File: src/rtl/frt_pkg.sv
// ----------------------------------------------------------------------------
// frt_pkg
// Shared types and constants of the fault record table.
// ----------------------------------------------------------------------------
package frt_pkg;

	// default table depth
	localparam int SLOTS_DEF = 16;

	// field widths
	localparam int KIND_W   = 3;
	localparam int KEY_W    = 16;
	localparam int TIME_W   = 32;
	localparam int ID_W     = 16;
	localparam int SLOT_W   = 4;
	localparam int ACTION_W = 2;

	// reset value of the stale limit
	localparam logic [TIME_W-1:0] STALE_RESET = 32'd5000;

	// highest id, never evictable
	localparam logic [ID_W-1:0] ID_MAX = 16'hFFFF;

	// result action codes
	typedef enum logic [ACTION_W-1:0] {
		ACT_UPDATE = 2'd0,
		ACT_NEW    = 2'd1,
		ACT_STALE  = 2'd2
	} action_t;

	// sequencer states
	typedef enum logic [2:0] {
		ST_IDLE,
		ST_SCAN,
		ST_DRAIN,
		ST_DECIDE,
		ST_OUT
	} state_t;

	// one stored record
	typedef struct packed {
		logic [ID_W-1:0]   id;
		logic [KIND_W-1:0] kind;
		logic [KEY_W-1:0]  source;
		logic [KEY_W-1:0]  site;
		logic [TIME_W-1:0] last;
	} entry_t;

	// summary of one pass over the table
	typedef struct packed {
		logic              match_found;
		logic [ID_W-1:0]   match_id;
		logic [TIME_W-1:0] match_last;
		logic              free_found;
		logic              low_found;
		logic [ID_W-1:0]   low_id;
	} scan_res_t;

endpackage

File: src/rtl/frt_store.sv
// ----------------------------------------------------------------------------
// frt_store
// Record memory, one read and one write a cycle, registered read data.
// Per-entry valid bits make unwritten entries read as free.
// ----------------------------------------------------------------------------
module frt_store #(
	parameter int SLOTS = frt_pkg::SLOTS_DEF
) (
	input  logic                       clk,
	input  logic                       arst_n,
	input  logic                       rd_en,
	input  logic [$clog2(SLOTS)-1:0]   rd_addr,
	output frt_pkg::entry_t            rd_data,
	input  logic                       wr_en,
	input  logic [$clog2(SLOTS)-1:0]   wr_addr,
	input  frt_pkg::entry_t            wr_data
);
	import frt_pkg::*;

	entry_t           mem_q [SLOTS];
	logic [SLOTS-1:0] vld_q;
	entry_t           rdata_q;
	logic             rvld_q;

	// memory write and registered read
	always_ff @(posedge clk) begin
		if (wr_en) begin
			mem_q[wr_addr] <= wr_data;
		end
		if (rd_en) begin
			rdata_q <= mem_q[rd_addr];
		end
	end

	// valid bits, cleared at reset
	always_ff @(posedge clk or negedge arst_n) begin
		if (!arst_n) begin
			vld_q  <= '0;
			rvld_q <= 1'b0;
		end else begin
			if (wr_en) begin
				vld_q[wr_addr] <= 1'b1;
			end
			if (rd_en) begin
				rvld_q <= vld_q[rd_addr];
			end
		end
	end

	// an entry never written reads with id zero
	always_comb begin
		rd_data = rdata_q;
		if (!rvld_q) begin
			rd_data.id = '0;
		end
	end

endmodule

File: src/rtl/frt_scan.sv
// ----------------------------------------------------------------------------
// frt_scan
// Compare unit applied to one entry per cycle: tracks best match,
// first free slot and lowest id over a table pass.
// ----------------------------------------------------------------------------
module frt_scan #(
	parameter int SLOTS = frt_pkg::SLOTS_DEF
) (
	input  logic                              clk,
	input  logic                              arst_n,
	input  logic                              clr,
	input  logic                              en,
	input  logic [$clog2(SLOTS)-1:0]          idx,
	input  frt_pkg::entry_t                   ent,
	input  logic [frt_pkg::KIND_W-1:0]        key_kind,
	input  logic [frt_pkg::KEY_W-1:0]         key_source,
	input  logic [frt_pkg::KEY_W-1:0]         key_site,
	output frt_pkg::scan_res_t                res,
	output logic [$clog2(SLOTS)-1:0]          match_slot,
	output logic [$clog2(SLOTS)-1:0]          free_slot,
	output logic [$clog2(SLOTS)-1:0]          low_slot
);
	import frt_pkg::*;

	localparam int IW = $clog2(SLOTS);

	logic [ID_W-1:0]   best_q;
	logic [TIME_W-1:0] best_last_q;
	logic [IW-1:0]     best_slot_q;
	logic              free_q;
	logic [IW-1:0]     free_slot_q;
	logic              low_q;
	logic [ID_W-1:0]   low_id_q;
	logic [IW-1:0]     low_slot_q;
	logic              key_eq;
	logic              take_match;
	logic              take_free;
	logic              take_low;

	// per-entry compares
	always_comb begin
		key_eq     = (ent.kind == key_kind) && (ent.source == key_source) &&
		             (ent.site == key_site);
		take_match = en && key_eq && (ent.id > best_q);
		take_free  = en && !free_q && (ent.id == '0);
		take_low   = en && (ent.id < low_id_q);
	end

	// running results
	always_ff @(posedge clk or negedge arst_n) begin
		if (!arst_n) begin
			best_q   <= '0;
			free_q   <= 1'b0;
			low_q    <= 1'b0;
			low_id_q <= ID_MAX;
		end else if (clr) begin
			best_q   <= '0;
			free_q   <= 1'b0;
			low_q    <= 1'b0;
			low_id_q <= ID_MAX;
		end else begin
			if (take_match) begin
				best_q <= ent.id;
			end
			if (take_free) begin
				free_q <= 1'b1;
			end
			if (take_low) begin
				low_q    <= 1'b1;
				low_id_q <= ent.id;
			end
		end
	end

	// slot and time payload
	always_ff @(posedge clk) begin
		if (take_match) begin
			best_last_q <= ent.last;
			best_slot_q <= idx;
		end
		if (take_free) begin
			free_slot_q <= idx;
		end
		if (take_low) begin
			low_slot_q <= idx;
		end
	end

	always_comb begin
		res.match_found = (best_q != '0);
		res.match_id    = best_q;
		res.match_last  = best_last_q;
		res.free_found  = free_q;
		res.low_found   = low_q;
		res.low_id      = low_id_q;
	end

	assign match_slot = best_slot_q;
	assign free_slot  = free_slot_q;
	assign low_slot   = low_slot_q;

endmodule

File: src/rtl/fault_record_table_top.sv
// An accepted item walks the table, then passes the drain and decide steps
// before its result is offered; a new item is taken only once that result
// is taken, and each table walk runs through the single memory port.
// Reset: asynchronous, active low; the table reads empty at once through
// per-entry valid bits, no clearing pass; next id is 1, stale limit 5000.
// ----------------------------------------------------------------------------
// fault_record_table_top
// Fault record table: match, refresh, create and evict records, walking
// the table one entry per cycle through a shared compare unit.
// ----------------------------------------------------------------------------
module fault_record_table_top #(
	parameter int SLOTS = frt_pkg::SLOTS_DEF
) (
	input  logic        clk,
	input  logic        arst_n,
	input  logic        s_tvalid,
	output logic        s_tready,
	input  logic [63:0] s_tdata,   // source_key[15:0], site_key[31:16], now_ms[63:32]
	input  logic [2:0]  s_tuser,   // fault_kind[2:0]
	output logic        m_tvalid,
	input  logic        m_tready,
	output logic [39:0] m_tdata,   // slot[3:0], record_id[19:4], evicted[20],
	                               // evicted_id[36:21], zero[39:37]
	output logic [1:0]  m_tuser,   // action[1:0]
	input  logic        cfg_we,
	input  logic [31:0] cfg_wdata  // stale_time_ms
);
	import frt_pkg::*;

	localparam int IW = $clog2(SLOTS);

	state_t              state_q;
	state_t              state_d;
	logic [IW-1:0]       idx_q;
	logic                rd_vld_s1;
	logic [IW-1:0]       rd_idx_s1;
	logic [KIND_W-1:0]   kind_q;
	logic [KEY_W-1:0]    src_q;
	logic [KEY_W-1:0]    site_q;
	logic [TIME_W-1:0]   now_q;
	logic [TIME_W-1:0]   stale_q;
	logic [ID_W-1:0]     next_id_q;
	action_t             action_q;
	logic [SLOT_W-1:0]   slot_q;
	logic [ID_W-1:0]     rec_id_q;
	logic                evicted_q;
	logic [ID_W-1:0]     evid_q;

	logic                rd_en;
	logic                scan_clr;
	logic                decide;
	logic                accept;
	logic                idx_last;
	entry_t              rd_data;
	entry_t              wr_data;
	logic                wr_en;
	logic [IW-1:0]       wr_addr;
	scan_res_t           res;
	logic [IW-1:0]       match_slot;
	logic [IW-1:0]       free_slot;
	logic [IW-1:0]       low_slot;

	logic [TIME_W-1:0]   age;
	logic                stale;
	logic                hit;
	logic                dst_ok;
	logic [IW-1:0]       dst_idx;
	logic [IW-1:0]       res_idx;
	logic [IW+SLOT_W-1:0] res_idx_ext;
	action_t             action_d;

	// record memory
	frt_store #(.SLOTS(SLOTS)) u_store (
		.clk     (clk),
		.arst_n  (arst_n),
		.rd_en   (rd_en),
		.rd_addr (idx_q),
		.rd_data (rd_data),
		.wr_en   (wr_en),
		.wr_addr (wr_addr),
		.wr_data (wr_data)
	);

	// shared compare unit
	frt_scan #(.SLOTS(SLOTS)) u_scan (
		.clk        (clk),
		.arst_n     (arst_n),
		.clr        (scan_clr),
		.en         (rd_vld_s1),
		.idx        (rd_idx_s1),
		.ent        (rd_data),
		.key_kind   (kind_q),
		.key_source (src_q),
		.key_site   (site_q),
		.res        (res),
		.match_slot (match_slot),
		.free_slot  (free_slot),
		.low_slot   (low_slot)
	);

	assign accept   = s_tvalid && s_tready;
	assign idx_last = (idx_q == IW'(SLOTS - 1));

	// next state
	always_comb begin
		state_d = state_q;
		unique case (state_q)
			ST_IDLE:   if (s_tvalid) state_d = ST_SCAN;
			ST_SCAN:   if (idx_last) state_d = ST_DRAIN;
			ST_DRAIN:  state_d = ST_DECIDE;
			ST_DECIDE: state_d = ST_OUT;
			ST_OUT:    if (m_tready) state_d = ST_IDLE;
			default:   state_d = ST_IDLE;
		endcase
	end

	// state outputs
	always_comb begin
		s_tready = 1'b0;
		m_tvalid = 1'b0;
		rd_en    = 1'b0;
		scan_clr = 1'b0;
		decide   = 1'b0;
		unique case (state_q)
			ST_IDLE: begin
				s_tready = 1'b1;
				scan_clr = 1'b1;
			end
			ST_SCAN:   rd_en    = 1'b1;
			ST_DRAIN:  ;
			ST_DECIDE: decide   = 1'b1;
			ST_OUT:    m_tvalid = 1'b1;
			default:   ;
		endcase
	end

	// control registers
	always_ff @(posedge clk or negedge arst_n) begin
		if (!arst_n) begin
			state_q   <= ST_IDLE;
			idx_q     <= '0;
			rd_vld_s1 <= 1'b0;
			stale_q   <= STALE_RESET;
			next_id_q <= ID_W'(1);
		end else begin
			state_q   <= state_d;
			rd_vld_s1 <= rd_en;
			if (accept) begin
				idx_q <= '0;
			end else if (rd_en) begin
				idx_q <= idx_q + 1'b1;
			end
			if (cfg_we) begin
				stale_q <= cfg_wdata;
			end
			if (decide && !hit) begin
				next_id_q <= next_id_q + 1'b1;
			end
		end
	end

	// item capture and read index pipeline
	always_ff @(posedge clk) begin
		rd_idx_s1 <= idx_q;
		if (accept) begin
			kind_q <= s_tuser;
			src_q  <= s_tdata[15:0];
			site_q <= s_tdata[31:16];
			now_q  <= s_tdata[63:32];
		end
	end

	// stale check and slot choice
	always_comb begin
		age     = now_q - res.match_last;
		stale   = (res.match_last < now_q) && (age > stale_q);
		hit     = res.match_found && !stale;
		dst_ok  = res.free_found || res.low_found;
		dst_idx = res.free_found ? free_slot : low_slot;

		wr_addr        = hit ? match_slot : dst_idx;
		wr_en          = decide && (hit || dst_ok);
		wr_data.id     = hit ? res.match_id : next_id_q;
		wr_data.kind   = kind_q;
		wr_data.source = src_q;
		wr_data.site   = site_q;
		wr_data.last   = now_q;

		if (hit) begin
			action_d = ACT_UPDATE;
		end else if (res.match_found) begin
			action_d = ACT_STALE;
		end else begin
			action_d = ACT_NEW;
		end

		if (hit) begin
			res_idx = match_slot;
		end else if (dst_ok) begin
			res_idx = dst_idx;
		end else begin
			res_idx = '0;
		end
		res_idx_ext = {{SLOT_W{1'b0}}, res_idx};
	end

	// result register
	always_ff @(posedge clk) begin
		if (decide) begin
			action_q  <= action_d;
			slot_q    <= res_idx_ext[SLOT_W-1:0];
			rec_id_q  <= hit ? res.match_id : next_id_q;
			evicted_q <= !hit && !res.free_found && res.low_found;
			evid_q    <= (!hit && !res.free_found && res.low_found) ? res.low_id : '0;
		end
	end

	assign m_tdata = {3'b000, evid_q, evicted_q, rec_id_q, slot_q};
	assign m_tuser = action_q;

`ifndef SYNTH
	// input and output sides are never open together
	a_one_side: assert property (@(posedge clk) disable iff (!arst_n)
		!(s_tready && m_tvalid))
		else $error("input ready while a result is pending");

	// an accepted item starts a table walk
	a_start_scan: assert property (@(posedge clk) disable iff (!arst_n)
		accept |=> (state_q == ST_SCAN) && (idx_q == '0))
		else $error("table walk did not start after accept");

	// the id counter moves only in the decide step, where a new id is given out
	a_id_hold: assert property (@(posedge clk) disable iff (!arst_n)
		(state_q != ST_DECIDE) |=> $stable(next_id_q))
		else $error("next id changed outside the decide step");

	// no table write outside the decide step
	a_write_step: assert property (@(posedge clk) disable iff (!arst_n)
		wr_en |-> (state_q == ST_DECIDE))
		else $error("table written outside the decide step");
`endif

endmodule

File: config.mk
export PLATFORM = sky130hd
export DESIGN_NAME = fault_record_table_top
export DESIGN_NICKNAME = d
export VERILOG_FILES = /design/src/rtl/frt_pkg.sv /design/src/rtl/frt_store.sv /design/src/rtl/frt_scan.sv /design/src/rtl/fault_record_table_top.sv
export SDC_FILE = /design/constraint.sdc
export NUM_CORES = 2
export LEC_CHECK = 0
export ABC_AREA = 1
export BUFFER_PORTS_ARGS = -buffer_cell sky130_fd_sc_hd__buf_4
export CORE_ASPECT_RATIO = 0.5
export CORE_MARGIN = 1.5
export CORE_UTILIZATION = 67
export CTS_CLUSTER_SIZE = 16
export DETAILED_ROUTE_END_ITERATION = 10
export GPL_ROUTABILITY_DRIVEN = 0
export PLACE_DENSITY = 0.84
export SYNTH_ARGS = -nofsm -noshare
export SYNTH_HDL_FRONTEND = slang
export SYNTH_SLANG_ARGS = --single-unit
File: constraint.sdc
create_clock -name clk -period 24.2 [get_ports clk]
set_clock_uncertainty 0.15 [all_clocks]
set_input_delay 2.42 -clock clk [delete_from_list [all_inputs] [get_ports clk]]
set_output_delay 2.42 -clock clk [all_outputs]
set_load 0.02 [all_outputs]
==> impl_summary.log <==
[metrics] simple-gate area share of the yosys netlist: 0.0909
[metrics] total of warnings raised by yosys: 0
[metrics] footprint of the multi-input gates: 15200 µm²
[metrics] floorplan die height: 226 µm
[metrics] placed standard-cell area: 69100 µm²
[metrics] number of antenna violations at the first check in global routing: 4
[metrics] # rows: 81
[metrics] fraction of synthesized area in multiplexers: 0.000168
[metrics] number of failing setup endpoints in the final timing report: 0
[metrics] fraction of the yosys area taken by sequential cells: 0.742
[metrics] most heavily used metal layer in global routing: met2
[metrics] DRC marker count from the first detailed-route iteration: 8386
[metrics] crit start category: register
[metrics] maximum ir drop on the vdd rail: 108 µV
[metrics] WL/cell: 26.3 µm
[metrics] failing checks: DRC
[metrics] adder-cell area share of the yosys netlist: 0.0184
[metrics] via density per instance: 6.79
[metrics] global-route track usage on met1: 0.477
[metrics] half-perimeter wire length after detailed placement: 94000 µm
[metrics] maximum net fanout on the critical path: 61
[metrics] cell area after synthesis: 66900 µm²
[metrics] storage element area: 49700 µm²
[metrics] distinct cell type count after synthesis: 57
[metrics] GRT overflow: 0
[metrics] leakage: 0.0257 µW
[metrics] filler instances: 5568
[metrics] crit path setup slack, layout: 16.47 ns
[metrics] Starting Density: 0.680
[metrics] setup repair after global routing missed its margin: no
[metrics] clock tree from TritonCTS: done
[metrics] fin crit share: 0.320
[metrics] Hold Path Class: register to register
[metrics] wire length of the first global-routing pass: 259000 µm
[metrics] Critical Path End Type: register
[metrics] pin count of the biggest net entering global routing: 252
[metrics] Final Hold Vio Count: 0
[metrics] WP data arrival: 7.97 ns
[metrics] run status: complete, but fails checks
[metrics] number of sinks on the clock net: 1672
[metrics] Slew Limit Fails: 0
[metrics] Layout Area Growth over Synthesis: 10.0%
[metrics] startpoint-to-endpoint class of the critical path: register to register
[metrics] data required time at the worst endpoint: 24.44 ns
[metrics] Inserted Clock Buffers: 138
[metrics] Worst R2R Setup Slack: 16.47 ns
[metrics] cell chosen for the clock root: clkbuf_16
[metrics] fraction of final layout cells sized beyond drive strength 1: 0.0941
[metrics] clock latency on the worst-skew pair: 0.78 ns
[metrics] total routing resource utilization after global routing: 0.340
[metrics] net count reported at finish: 5394
[metrics] synthesis-stage register bit count: 1672
[metrics] remaining number of nets flagged by the antenna check after routing: 0
[metrics] max-cap viol count: 0
[metrics] areal power density over the cells: 115 nW/µm²
[metrics] routed via count: 45000
[metrics] number of instances resized during post-cts repair: 0
[metrics] leading cell type in the layout, fill and taps excluded: edfxtp_1
[metrics] synthesized netlist cell count: 5138
[metrics] number of post-CTS setup repair buffers: 0
[metrics] CTS H-Tree Depth: 4
[metrics] width of the die: 450 µm
[metrics] most frequent cells in the layout: edfxtp_1 (1561), o21ai_0 (784), nor2_1 (747)
[metrics] Port Buf Inserts: 144
[metrics] router iterations before antenna repair: 9
[metrics] Clock Pin Slew Worst Setup and Hold Paths: 0.06 ns
[metrics] maximum operating frequency: 129 MHz
[metrics] via count of the first global-routing pass: 43400
[metrics] met2 Resource Use GR: 0.518
[metrics] worst slew margin relative to its limit: 0.182
[metrics] synthesized-area fraction occupied by ao, oa, aoi and oai cells: 0.110
[metrics] setup total negative slack: 0 ns
[metrics] Std-Cell Core Area: 98300 µm²
[metrics] transition time of the tightest slew-check pin: 1.23 ns
[metrics] clk buf depth: 3
[metrics] largest family of logic cells by synthesized area: compound AO/OA/AOI/OAI gates
[metrics] Die Area: 102000 µm²
[metrics] Min Clock Period, post-route: 7.73 ns
[metrics] Overall Power: 8470 µW
[metrics] wire length reported by the detailed router: 174000 µm
[metrics] GR met3 Demand/Resource: 0.0904
[metrics] post-route standard cell area excluding fillers: 73600 µm²
[metrics] total I/O pin count: 148
[metrics] xor and xnor fraction of the mapped netlist area: 0.00733
[metrics] number of DRC violations after detailed routing: 2
[metrics] Post-Syn Area per Cell: 13.0 µm²
[metrics] hold-fix buffers at CTS: 0
[metrics] post-placement worst setup slack: 16.72 ns
worst max-delay path, cell delays in order (launching register included):
cell and delay (ns):
edfxtp_1 0.66, inv_1 0.24, ha_1 0.29, fa_1 0.41, inv_1 0.08, nand2_1 0.04
nand2_1 0.08, and2_1 0.16, a21oi_1 0.10, o21ai_0 0.30, a21boi_1 0.20, o21ai_0 0.34
a21oi_1 0.16, xor2_1 0.18, ha_1 0.28, nand2_1 0.07, nor2_1 0.11, nand3_1 0.08
nor3_1 0.30, nand2_1 0.10, nand2_1 0.11, nand2_4 0.15, nand2_8 0.28, nand2_2 0.10
nand2_2 0.12, nand3_2 0.30, nor2_4 0.85, buf_4 1.02
cells by family (layout without fill, tap and decap cells):
group,after synthesis,count (layout)
fa+ha+maj,98,98
simple gates,1493,1493
mux,1,1
buf+inv,540,702
other cells,1,4
compound gates,1277,1277
flops,1672,1672
xor+xnor,56,56
area by class of cell:
| type | count | share of cell area |
|---|---|---|
| sequential | 1672 | 0.675 |
| multi-input combinational | 2928 | 0.207 |
| clock buffer | 171 | 0.0513 |
| tap | 1328 | 0.0226 |
| timing repair buffer | 209 | 0.0218 |
| inverter | 243 | 0.0131 |
| clock inverter | 79 | 0.00935 |
| antenna | 1 | 0.0000340 |
metal layers:
layer | vias up | routed length (µm)
met3 | 548 | 25400
li1 | 18900 | -
met2 | 3796 | 79400
met5 | - | 26
met1 | 21700 | 63400
met4 | 4 | 6170
sequential cells by signal, summed over array words and instances, names as in the netlist, 32 cells and up:
| register | flops |
|---|---|
| u_scan.best_last_q | 32 |
| u_store.rd_data | 67 |
| now_q | 32 |
| stale_q | 32 |
| u_store.mem_q | 1328 |
report_power, final:
part / internal, µW / switching (µW)
clock: 1230 / 1030
combinational: 676 / 1760
sequential: 3550 / 220
synthesized netlist by cell type, drive strengths merged:
cell type,count,area [µm²]
a2111oi,1,8.76
a211oi,2,15.0
a21boi,1,7.51
a21o,4,30.0
a21oi,76,384
a31o,1,8.76
a31oi,3,18.8
and2,1,6.26
and3,1,6.26
buf,26,149
clkbuf,271,1020
clkinv,4,15.0
conb,1,3.75
dfrtp,85,2130
dfstp,22,578
dfxtp,4,80.1
edfxtp,1561,46900
fa,1,20.0
ha,97,1210
inv,239,897
mux2,1,11.3
nand2,488,1900
nand3,189,963
nand3b,3,22.5
nand4,13,87.6
nor2,760,2870
nor3,18,95.1
nor4,16,100
o2111ai,3,26.3
o211ai,37,278
o21a,6,45.0
o21ai,797,3990
o21bai,7,67.6
o221a,1,11.3
o221ai,132,1160
o22ai,205,1280
o31ai,1,7.51
or2,4,25.0
xnor2,23,201
xor2,33,289
per-stage QoR:
stage                     std cells   util  hold slack (ns)
after floorplan                5140      -            0.195
after global placement         6380  0.703            0.253
after detailed placement       6380  0.703            0.255
after CTS                      6630  0.749            0.269
after global routing           6630  0.749            0.276
final                          6631  0.749            0.272
worst paths after layout:
| kind | startpoint | endpoint | cells after the start |
|---|---|---|---|
| max in group asynchronous | arst_n | idx_q[1] | 2 |
| hold / removal | u_store.rd_data[4] | u_scan.best_last_q[4] | 0 |
| hold reg to reg | u_store.rd_data[4] | u_scan.best_last_q[4] | 0 |
| min in group asynchronous | arst_n | state_q[1] | 1 |
| setup / recovery | now_q[0] | u_store.mem_q[7][39] | 27 |
| setup reg to reg | now_q[0] | u_store.mem_q[7][39] | 27 |
No activity file was read; power rests on OpenSTA's default activity.
